`src/hdl/tea_pkg.sv`:
```
// shared types, constants and schedule helpers for the tea block cipher
package tea_pkg;

    localparam int unsigned ROUNDS    = 32;
    localparam int unsigned STAGES    = 2 * ROUNDS;
    localparam int unsigned WORD_W    = 32;
    localparam int unsigned CFG_IDX_W = 4;

    localparam logic [WORD_W-1:0] DELTA = 32'h9e37_79b9;

    typedef logic [WORD_W-1:0]    t_word;
    typedef logic [CFG_IDX_W-1:0] t_cfg_idx;

    localparam t_cfg_idx CFG_KEY_WORD_0 = 4'd0;
    localparam t_cfg_idx CFG_KEY_WORD_1 = 4'd1;
    localparam t_cfg_idx CFG_KEY_WORD_2 = 4'd2;
    localparam t_cfg_idx CFG_KEY_WORD_3 = 4'd3;

    typedef struct packed {
        t_word k0;
        t_word k1;
        t_word k2;
        t_word k3;
    } t_key;

    typedef struct packed {
        logic  kind;
        t_word v0;
        t_word v1;
    } t_blk;

    // per-stage schedule constants, evaluated at elaboration
    typedef struct packed {
        logic  odd;
        t_word sum_enc;
        t_word sum_dec;
    } t_sched;

    function automatic t_word round_sum(input int unsigned n);
        logic [63:0] p;
        p = 64'(DELTA) * 64'(n);
        return p[WORD_W-1:0];
    endfunction

    function automatic t_sched stage_sched(input int unsigned j);
        t_sched s;
        s.odd     = 1'(j % 2);
        s.sum_enc = round_sum(j / 2 + 1);
        s.sum_dec = round_sum(ROUNDS - j / 2);
        return s;
    endfunction

endpackage

```
`src/hdl/tea_stage.sv`:
```
// one half-round of tea, encrypt or decrypt, with its pipeline register
module tea_stage (
    input  logic            i_clk,
    input  logic            i_rst_n,
    input  tea_pkg::t_sched i_sched,
    input  tea_pkg::t_key   i_key,
    input  logic            i_valid,
    input  tea_pkg::t_blk   i_blk,
    output logic            o_ready,
    output logic            o_valid,
    output tea_pkg::t_blk   o_blk,
    input  logic            i_ready
);

    logic           r_valid;
    tea_pkg::t_blk  r_blk;
    tea_pkg::t_blk  n_blk;

    logic           upd_v1;
    tea_pkg::t_word x;
    tea_pkg::t_word ka;
    tea_pkg::t_word kb;
    tea_pkg::t_word sum;
    tea_pkg::t_word tgt;
    tea_pkg::t_word mix;
    tea_pkg::t_word res;

    // encrypt: even stage updates v0, odd updates v1; decrypt runs the other way
    always_comb begin
        upd_v1 = i_sched.odd ^ i_blk.kind;
        x      = upd_v1 ? i_blk.v0 : i_blk.v1;
        tgt    = upd_v1 ? i_blk.v1 : i_blk.v0;
        ka     = upd_v1 ? i_key.k2 : i_key.k0;
        kb     = upd_v1 ? i_key.k3 : i_key.k1;
        sum    = i_blk.kind ? i_sched.sum_dec : i_sched.sum_enc;
        mix    = ((x << 4) + ka) ^ (x + sum) ^ ((x >> 5) + kb);
        res    = i_blk.kind ? (tgt - mix) : (tgt + mix);
        n_blk  = i_blk;
        if (upd_v1) begin
            n_blk.v1 = res;
        end else begin
            n_blk.v0 = res;
        end
    end

    assign o_ready = !r_valid || i_ready;

    always_ff @(posedge i_clk) begin
        if (!i_rst_n) begin
            r_valid <= 1'b0;
        end else if (o_ready) begin
            r_valid <= i_valid;
        end
    end

    always_ff @(posedge i_clk) begin
        if (o_ready && i_valid) begin
            r_blk <= n_blk;
        end
    end

    assign o_valid = r_valid;
    assign o_blk   = r_blk;

endmodule

```
`config.mk`:
```
export PLATFORM = sky130hd
export DESIGN_NAME = tea_stage
export DESIGN_NICKNAME = d
export VERILOG_FILES = /design/src/hdl/tea_pkg.sv /design/src/hdl/tea_stage.sv
export SDC_FILE = /design/constraint.sdc
export NUM_CORES = 1
export LEC_CHECK = 0
export ABC_AREA = 1
export ABC_CLOCK_PERIOD_IN_PS = 9900
export BUFFER_PORTS_ARGS = -buffer_cell sky130_fd_sc_hd__buf_2
export CAP_MARGIN = 20
export CORE_MARGIN = 2
export CORE_UTILIZATION = 50
export CTS_BUF_LIST = sky130_fd_sc_hd__clkbuf_8
export DETAILED_ROUTE_END_ITERATION = 6
export HOLD_SLACK_MARGIN = 0.1
export MAX_ROUTING_LAYER = met4
export PLACE_DENSITY = 0.75
export SLEW_MARGIN = 10
export SYNTH_ARGS = -nofsm -noshare
export SYNTH_HDL_FRONTEND = slang
export SYNTH_SLANG_ARGS = --single-unit
```
`constraint.sdc`:
```
create_clock -name i_clk -period 9.9 [get_ports i_clk]
set_input_delay 0.99 -clock i_clk [delete_from_list [all_inputs] [get_ports i_clk]]
set_output_delay 0.99 -clock i_clk [all_outputs]
set_load 0.05 [all_outputs]
```
==> results by group <==
Critical path
  – Top delay family on crit path: simple AND/OR/NAND/NOR gates
  – Crit. End Element: flop
  – Worst Path Max Fanout: 80
  – Bufs and invs on worst path: 5
  – Arrival @ worst endpoint: 8.82 ns
  – Crit path launch type: input pin
  – Slowest cell on crit path: o21ai_0
  – CP required: 10.01 ns
  – Crit-path max cell delay: 0.72 ns
  – Critical path type: in2reg
  – Top cell by count, worst path: nand2_1

CTS
  – # H-tree levels: 3
  – Hold_buf cts: 0
  – CTS tree: yes
  – Sink Count: 66
  – Num CTS Buffers: 9
  – Post-CTS Setup Inserts: 0
  – Reg clk slew, reported paths: 0.08 ns
  – CTS resizes: 0
  – Clk Latency, worst-skew pair: 0.37 ns
  – Max clock buf depth: 2
  – CTS root buffer: clkbuf_8

Die
  – IO Count: 329
  – Die H: 173 um
  – Site Rows: 61
  – Initial Utilization: 51.0%
  – Die Wd: 173 um
  – Total die area: 29800 um2
  – CORE AREA: 27900 um2

Drt
  – Vias: 17913
  – DRT Pass-1 Iters: 6
  – Post-route ant nets: 0
  – DRC errors left: 0
  – WL final: 57600 um
  – Number of vias per cell: 5.65
  – Wirelength per Cell: 18.2 um
  – 1st-iter DRT viols: 1903

Yosys
  – Syn_area_per_cell: 5.71 um2
  – Synth top area share: 25.7%
  – Cell area after synthesis: 14200 um2
  – Synth Warn #: 0
  – Cells after Synth: 2490
  – Synthesis-stage register bit count: 66
  – Sequential share of the synthesized area: 13.9%
  – Yosys cell types: 50
  – Area leader, netlist: nand2_1
  – Mapped Nets: 2872
  – Synth area leaders: nand2_1, edfxtp_1, ha_1

Layout
  – ANT cells: 0
  – Synth-to-Final Area Change: 15.2%
  – Final net count: 3169
  – # fillers: 2842
  – Layout cells sized above 1: 16.4%

STA
  – Hold WS: 0.568 ns
  – Share of the cycle needed by the critical path after routing: 87.9%
  – # setup viols final: 0
  – Fin. Hold Viols: 0
  – Measured slew at the worst slew-check pin: 1.05 ns
  – Setup_tns: 0 ns
  – Max Fclk: 115 MHz
  – Clock period minus worst slack: 8.70 ns
  – Slew Limit Fails: 0
  – Unrepaired setup endpoints after global routing: false
  – Worst Setup Slack, final: 1.20 ns
  – Slew HR: 29.6%
  – Clock Skew: 0.0123 ns

Placement
  – Detailed placement HPWL: 49500 um
  – Final GP Congestion: 1.01
  – Worst slack at placement: 1.07 ns
  – Port Buffers: 328

Flow run
  – Total of max-cap violations: 0

Run status
  – Status: completed

Global routing
  – GR Util All Layers: 38.3%
  – Initial antenna violation count: 0
  – First-pass GRT wire length: 87300 um
  – Largest net degree at the start of global routing: 81
  – Grt ovf: 0
  – Vias in the first global route: 16605

Hold path
  – HP Class: reg2reg

Power and ir drop
  – Leakage power: 9.27 nW
  – Final Power: 3.72 mW
  – Max VDD drop: 0.120 mV
  – Pwr per Cell Area: 227 nW/um2
## routing by layer
metal  up-vias  track usage (%)  share of wire, %
met5         -                -                 0
met4         0             10.4               2.9
met3       118             4.22               8.8
met2       933             64.9                47
met1      8176             48.4                42
li1       8686                -                 -
## per-stage QoR
step	std cells	utilization [%]	area, um2
6_report	3170	58.8	16400
5_1_grt	3170	58.8	16400
4_1_cts	3170	58.8	16400
3_5_place_dp	3154	58.1	16200
3_3_place_gp	3154	58.1	16200
2_1_floorplan	2490	-	14200
## cells by family (layout without fill, tap and decap cells)
logic type | after synthesis | after routing | share of synthesized area, %
xor gates and xnor gates | 120 | 120 | 7.59
muxes | 6 | 6 | 0.423
adders and majority gates | 120 | 120 | 10.7
DFF | 66 | 66 | 13.9
AOI/OAI and AO/OA | 336 | 336 | 12.9
buffers and inverters | 356 | 658 | 9.70
and+or+nand+nor | 1486 | 1486 | 44.9
## state kept, by name, indices dropped and copies added, names as in the netlist
register / flops
o_blk: 65
o_valid: 1
## final timing paths
path                                           start                    to  slack (ns)  cells past startpoint
worst max-delay path                       i_blk[64]   o_blk[27]$_DFFE_PP_        1.20                     32
worst min-delay path            o_valid$_SDFFE_PN0N_  o_valid$_SDFFE_PN0N_        0.57                      2
worst max register to register  o_valid$_SDFFE_PN0N_    o_blk[1]$_DFFE_PP_        8.36                      2
worst min register to register  o_valid$_SDFFE_PN0N_  o_valid$_SDFFE_PN0N_        0.57                      2
## synth_stat cells, drive strengths merged
cell type  count
a21oi        134
o21a          12
a31oi         11
and2           2
a221oi         2
nand3        187
o2111ai        1
ha           118
a21boi         6
nand3b        13
nand4         44
or2            4
fa             2
o21bai         5
o211ai         5
xnor2         57
a21o           7
nor2         175
o21ai        148
o221ai         2
a211oi         1
nand2       1026
xnor3          2
mux2i          6
nor4           4
and3           3
edfxtp        65
buf           17
nor3          28
dfxtp          1
clkbuf        34
o31ai          1
o311a          1
xor2          61
inv          305
## worst register-to-register path, delay by kind of cell, from the launching register on
| kind | cells | cell delay, ns |
|---|---|---|
| flops | 1 | 0.35 |
| buf+inv | 1 | 0.63 |
| compound gates | 1 | 0.14 |
## power breakdown
part           leakage, nW  switching [mW]  internal (mW)
combinational         8.53            2.10          0.910
sequential           0.645          0.0203          0.464
clock               0.0962           0.114          0.118
## cell type report
cell class                      instances  area [um2]  share of cell area (%)
Multi-Input combinational cell       2068       10900                    66.4
Clock buffer                            9         124                   0.756
Timing Repair Buffer                  337        1710                    10.4
Tap cell                              378         473                    2.89
Inverter                              305        1150                    7.02
Clock inverter                          7        76.3                   0.466
Sequential cell                        66        1970                    12.0
## placed cells by master (no fill, tap or decap), types with 11 or more instances in the layout
| master | count |
|---|---|
| nand3b_1 | 13 |
| edfxtp_1 | 65 |
| nor2_1 | 156 |
| a31oi_1 | 11 |
| nand2_2 | 40 |
| xor2_1 | 61 |
| nor2_2 | 15 |
| a21oi_1 | 131 |
| nor3_1 | 26 |
| nand4_1 | 44 |
| nand3_1 | 174 |
| ha_1 | 118 |
| inv_1 | 295 |
| nand2_4 | 12 |
| nand3_2 | 13 |
| xnor2_1 | 57 |
| buf_2 | 328 |
| o21ai_0 | 141 |
| o21a_1 | 12 |
| nand2_1 | 974 |
Power figures use the tool's default switching activity.
