$ cat src/hdl/tea_pkg.sv
// shared types, constants and schedule helpers for the tea block cipher
package tea_pkg;

    localparam int unsigned ROUNDS    = 32;
    localparam int unsigned STAGES    = 2 * ROUNDS;
    localparam int unsigned WORD_W    = 32;
    localparam int unsigned CFG_IDX_W = 4;

    localparam logic [WORD_W-1:0] DELTA = 32'h9e37_79b9;

    typedef logic [WORD_W-1:0]    t_word;
    typedef logic [CFG_IDX_W-1:0] t_cfg_idx;

    localparam t_cfg_idx CFG_KEY_WORD_0 = 4'd0;
    localparam t_cfg_idx CFG_KEY_WORD_1 = 4'd1;
    localparam t_cfg_idx CFG_KEY_WORD_2 = 4'd2;
    localparam t_cfg_idx CFG_KEY_WORD_3 = 4'd3;

    typedef struct packed {
        t_word k0;
        t_word k1;
        t_word k2;
        t_word k3;
    } t_key;

    typedef struct packed {
        logic  kind;
        t_word v0;
        t_word v1;
    } t_blk;

    // per-stage schedule constants, evaluated at elaboration
    typedef struct packed {
        logic  odd;
        t_word sum_enc;
        t_word sum_dec;
    } t_sched;

    function automatic t_word round_sum(input int unsigned n);
        logic [63:0] p;
        p = 64'(DELTA) * 64'(n);
        return p[WORD_W-1:0];
    endfunction

    function automatic t_sched stage_sched(input int unsigned j);
        t_sched s;
        s.odd     = 1'(j % 2);
        s.sum_enc = round_sum(j / 2 + 1);
        s.sum_dec = round_sum(ROUNDS - j / 2);
        return s;
    endfunction

endpackage

$ cat src/hdl/tea_key_regs.sv
// key register file written through the configuration port
module tea_key_regs (
    input  logic              i_clk,
    input  logic              i_rst_n,
    input  logic              i_cfg_we,
    input  tea_pkg::t_cfg_idx i_cfg_index,
    input  tea_pkg::t_word    i_cfg_data,
    output tea_pkg::t_key     o_key
);

    tea_pkg::t_key r_key;
    tea_pkg::t_key n_key;

    always_comb begin
        n_key = r_key;
        if (i_cfg_we) begin
            unique case (i_cfg_index)
                tea_pkg::CFG_KEY_WORD_0: n_key.k0 = i_cfg_data;
                tea_pkg::CFG_KEY_WORD_1: n_key.k1 = i_cfg_data;
                tea_pkg::CFG_KEY_WORD_2: n_key.k2 = i_cfg_data;
                tea_pkg::CFG_KEY_WORD_3: n_key.k3 = i_cfg_data;
                default:                 n_key = r_key;
            endcase
        end
    end

    always_ff @(posedge i_clk) begin
        if (!i_rst_n) begin
            r_key <= '0;
        end else begin
            r_key <= n_key;
        end
    end

    assign o_key = r_key;

endmodule

$ cat config.mk
export PLATFORM = sky130hd
export DESIGN_NAME = tea_key_regs
export DESIGN_NICKNAME = d
export VERILOG_FILES = /design/src/hdl/tea_pkg.sv /design/src/hdl/tea_key_regs.sv
export SDC_FILE = /design/constraint.sdc
export NUM_CORES = 1
export LEC_CHECK = 0
export BUFFER_PORTS_ARGS = -buffer_cell sky130_fd_sc_hd__buf_4
export CAP_MARGIN = 10
export CORE_MARGIN = 2
export CORE_UTILIZATION = 36
export DETAILED_ROUTE_END_ITERATION = 10
export GPL_TIMING_DRIVEN = 0
export HOLD_SLACK_MARGIN = 0.08
export PLACE_DENSITY_LB_ADDON = 0.3
export SLEW_MARGIN = 20
export SYNTH_ARGS = -nofsm -noshare
export SYNTH_HDL_FRONTEND = slang
export SYNTH_SLANG_ARGS = --single-unit
$ cat constraint.sdc
create_clock -name i_clk -period 1.9 [get_ports i_clk]
set_clock_uncertainty 0.2 [all_clocks]
set_input_delay 0.38 -clock i_clk [delete_from_list [all_inputs] [get_ports i_clk]]
set_output_delay 0.38 -clock i_clk [all_outputs]
set_load 0.03 [all_outputs]
==> results.md <==
- Pin placement for this block handled ~170 I/O pins.
- The share of synthesized registers carrying an async set or reset is 0.
- The die span in x is 118 um.
- The slew at the pin closest to its max-slew limit is a little over 0.6 ns.
- The H-tree was split into 4 levels.
- The cell chosen for the clock root is sky130_fd_sc_hd__clkbuf_16.
- The total count of hold-check failures in the final report is 0.
- Summed over all nets, the half-perimeter wirelength after detailed placement is about 9400 um.
- Among cell families on the critical path, the largest total delay comes from flip-flops.
- The run finished with clean final reports.
- In this run, synthesis produced a sequential element count of 128.
- The number of instances in the synthesized netlist is 453.
- The design draws 6.32 mW.
- Synthesis produced a netlist with a net count of 492.
- For flop-to-flop paths, the worst setup slack is 1.07 ns.
- For this run, the slowest stage of the critical path takes 0.36 ns.
- The area of the die is 13900 sq um.
- After floorplanning, the core was sized to cover 12700 sq um.
- The number of max-slew violations in the final report is 0.
- Max-cap violations in this run came to 0.
- The die is 118 um tall.
- After floorplanning, the core was divided into 41 placement rows.
- With fillers left out, the area of the finished cells amounts to 6720 sq um.
- The signed area change from the synthesized netlist to the final layout is 43.5%.
- The leftover overflow at the end of global routing is 0.
- Setup repair after global routing left no endpoint under its margin.
- In the final layout, the share of cells above drive strength 1 is 0.332.
- The total CTS buffers is 17.
- The number of remaining DRC errors is 0.
- The origin of the worst setup path is o_key[55].
- The weighted congestion at the end of routability-driven global placement is 0.806.
- The clock transition at the register clock pins on the worst setup and hold paths after CTS is 0.05 ns.
- The number of antenna violations at the first check in global routing is 0.
- The most common cell in the synthesized netlist is sky130_fd_sc_hd__nand2_1.
- The synthesized design contains 0 enable-type register cells.
- The first global-routing pass estimated roughly 21000 um of wire.
- The number of flip-flops in the largest register is about 130.
- For this run, the leading register cell type out of synthesis is sky130_fd_sc_hd__dfxtp_1.
- The worst setup path is of the reg2out kind.
- The number of buffers inserted by port buffering is 165.
- The count of cells resized by post-cts repair is 0.
- The number of routed nets with antenna violations is 0.
- The count of warnings emitted by yosys is 0.
- In this run, the number of DRC markers left after iteration 0 of detailed routing was 129.
- The depth of the most critical reg-to-reg path is 2.
- Of the synthesized area, sequential elements account for 0.547.
- The overall track demand over capacity in global routing is 0.191.
- Data on the critical path is required at its endpoint by about 1.3 ns.
- In this run the worst path has a maximum fanout of 2.
- The final worst slack is ~0.38 ns.
- In this run the static leakage power is 3.24 nW.
- Across all layers, the routed design uses 3811 vias.
- The arrival time at the worst endpoint is 0.94 ns.
- The post-layout minimum cycle time is 1.52 ns.
- The synthesized cell area is 4690 sq um.
- Timing would allow up to 658 MHz.
- The number of setup buffers added after CTS is 0.
- The average instance in the mapped netlist occupies roughly 10 sq um.
- The worst hold path begins at i_cfg_data[18].
- For hold timing, the worst endpoint is o_key[50].
- The final worst hold slack is ~0.090 ns.
- The terminus of the critical flop-to-flop path is o_key[55].
- Counting every sink on the clock net gives 128.
- The number of different library cells used by synthesis comes to 11.
- The highest-delay cell along the critical path is sky130_fd_sc_hd__dfxtp_1.
- By count the netlist is led by sky130_fd_sc_hd__nand2_1, sky130_fd_sc_hd__dfxtp_1, sky130_fd_sc_hd__mux2i_1.
- The proportion of netlist area held by the largest area contributor is 0.547.
- The number of global-route vias before repair is 3998.
- The instance area after placement is 6140 sq um.
- Clock latency on the worst-skew pair, taken at its later pin, is 0.41 ns.
- 0 antenna diodes ended up in the layout.
- Measured against its own limit, the worst slew margin works out to 0.597.
- No sink is reached through more buffers than the 2 on the longest clock path.
- Dividing the final minimum period by the clock period gives 0.800.
- In the final routed layout, each cell accounts on average for 15.7 um.
- The effective utilization at floorplan is 0.370.
- The first detailed-routing pass took 4 iterations.
- The type of origin of the critical path is a register.
- Timing analysis after detailed placement gives a worst setup slack of -0.00535 ns.
- Yosys attributes the largest share of cell area to sky130_fd_sc_hd__dfxtp_1, sky130_fd_sc_hd__mux2i_1, sky130_fd_sc_hd__nand2_1.
- The final standard cell utilization of the core is 0.531.
- In this run the power density over the cells is 940 nW/um^2.
- The CTS tree is built.
- The total number of nets in the final design is 676.
- The worst-case IR drop observed on VDD is ~0.47 mV.
- The launching point of the worst reg2reg path is o_key[55].
- Setup violations remaining at the end of the flow were counted as 0.
- Entering global routing, the biggest net connects 17 pins.
- Traced cell by cell, the critical path runs through buf_4.
- The path class of the lowest-slack min-delay path is in2reg.
- The worst hold path was traced through 3 stages.
- Wires add up to 12900 um.
- For this design, the CTS-stage hold fixing added 0 buffers.
- STA classifies the critical path endpoint as an output port.
- Summed over all instances, the cell type with the most area after synthesis is sky130_fd_sc_hd__dfxtp_1.
- The vias per cell is between 4 and 5.
- Together, buffers and inverters on the worst path number 1.
per-layer routing:
metal	global-route usage	vias up	part of all wire
met5	0	-	0
met4	0.0723	0	0.017
met3	0.0669	22	0.064
met2	0.329	118	0.50
met1	0.218	1811	0.42
li1	-	1860	-
cell usage in the layout, fill, tap and decap left out:
| cell type | count |
|---|---|
| sky130_fd_sc_hd__and4b_1 | 1 |
| sky130_fd_sc_hd__and4bb_1 | 1 |
| sky130_fd_sc_hd__buf_2 | 12 |
| sky130_fd_sc_hd__buf_4 | 165 |
| sky130_fd_sc_hd__buf_6 | 6 |
| sky130_fd_sc_hd__bufinv_16 | 2 |
| sky130_fd_sc_hd__clkbuf_1 | 16 |
| sky130_fd_sc_hd__clkbuf_16 | 17 |
| sky130_fd_sc_hd__clkbuf_8 | 3 |
| sky130_fd_sc_hd__clkinv_2 | 4 |
| sky130_fd_sc_hd__clkinvlp_4 | 4 |
| sky130_fd_sc_hd__dfxtp_1 | 128 |
| sky130_fd_sc_hd__mux2i_1 | 128 |
| sky130_fd_sc_hd__nand2_1 | 160 |
| sky130_fd_sc_hd__nand4_2 | 1 |
| sky130_fd_sc_hd__nand4b_2 | 1 |
| sky130_fd_sc_hd__nor2_4 | 1 |
cells by family (layout without fill, tap and decap cells):
group	count (synthesis)	after routing	synth area share
buffers and inverters	32	229	0.0385
and+or+nand+nor	165	165	0.141
muxes	128	128	0.273
DFF	128	128	0.547
where the power goes:
group,internal [mW],leakage (nW),switching [mW],total (mW)
sequential,2.72,1.03,0.0199,2.74
combinational,0.149,1.93,0.243,0.393
clock,2.02,0.278,1.16,3.19
worst max path at each step:
stage                 endpoint  slack, ns  cells past startpoint
floorplan           o_key[100]       0.44                      5
global route        o_key[116]       0.33                      5
global placement    o_key[106]       0.08                      5
detailed placement  o_key[108]     -0.005                      5
finish               o_key[55]       0.38                      1
CTS                  o_key[92]       0.36                      1
layout make-up:
| class | instances | area, sq um |
|---|---|---|
| tap | 172 | 215 |
| clock buffer | 22 | 474 |
| buffer | 32 | 180 |
| sequential | 128 | 2560 |
| multi-input combinational | 293 | 1940 |
| fill | 1166 | 5950 |
| clock inverter | 10 | 110 |
| timing repair buffer | 165 | 1240 |
per-stage QoR:
stage / instances / setup TNS (ns)
finish: 822 / 0
global route: 822 / 0
global placement: 790 / 0
floorplan: 453 / 0
detailed placement: 790 / -0.0103
CTS: 822 / 0
(Power assumes the default switching activity.)
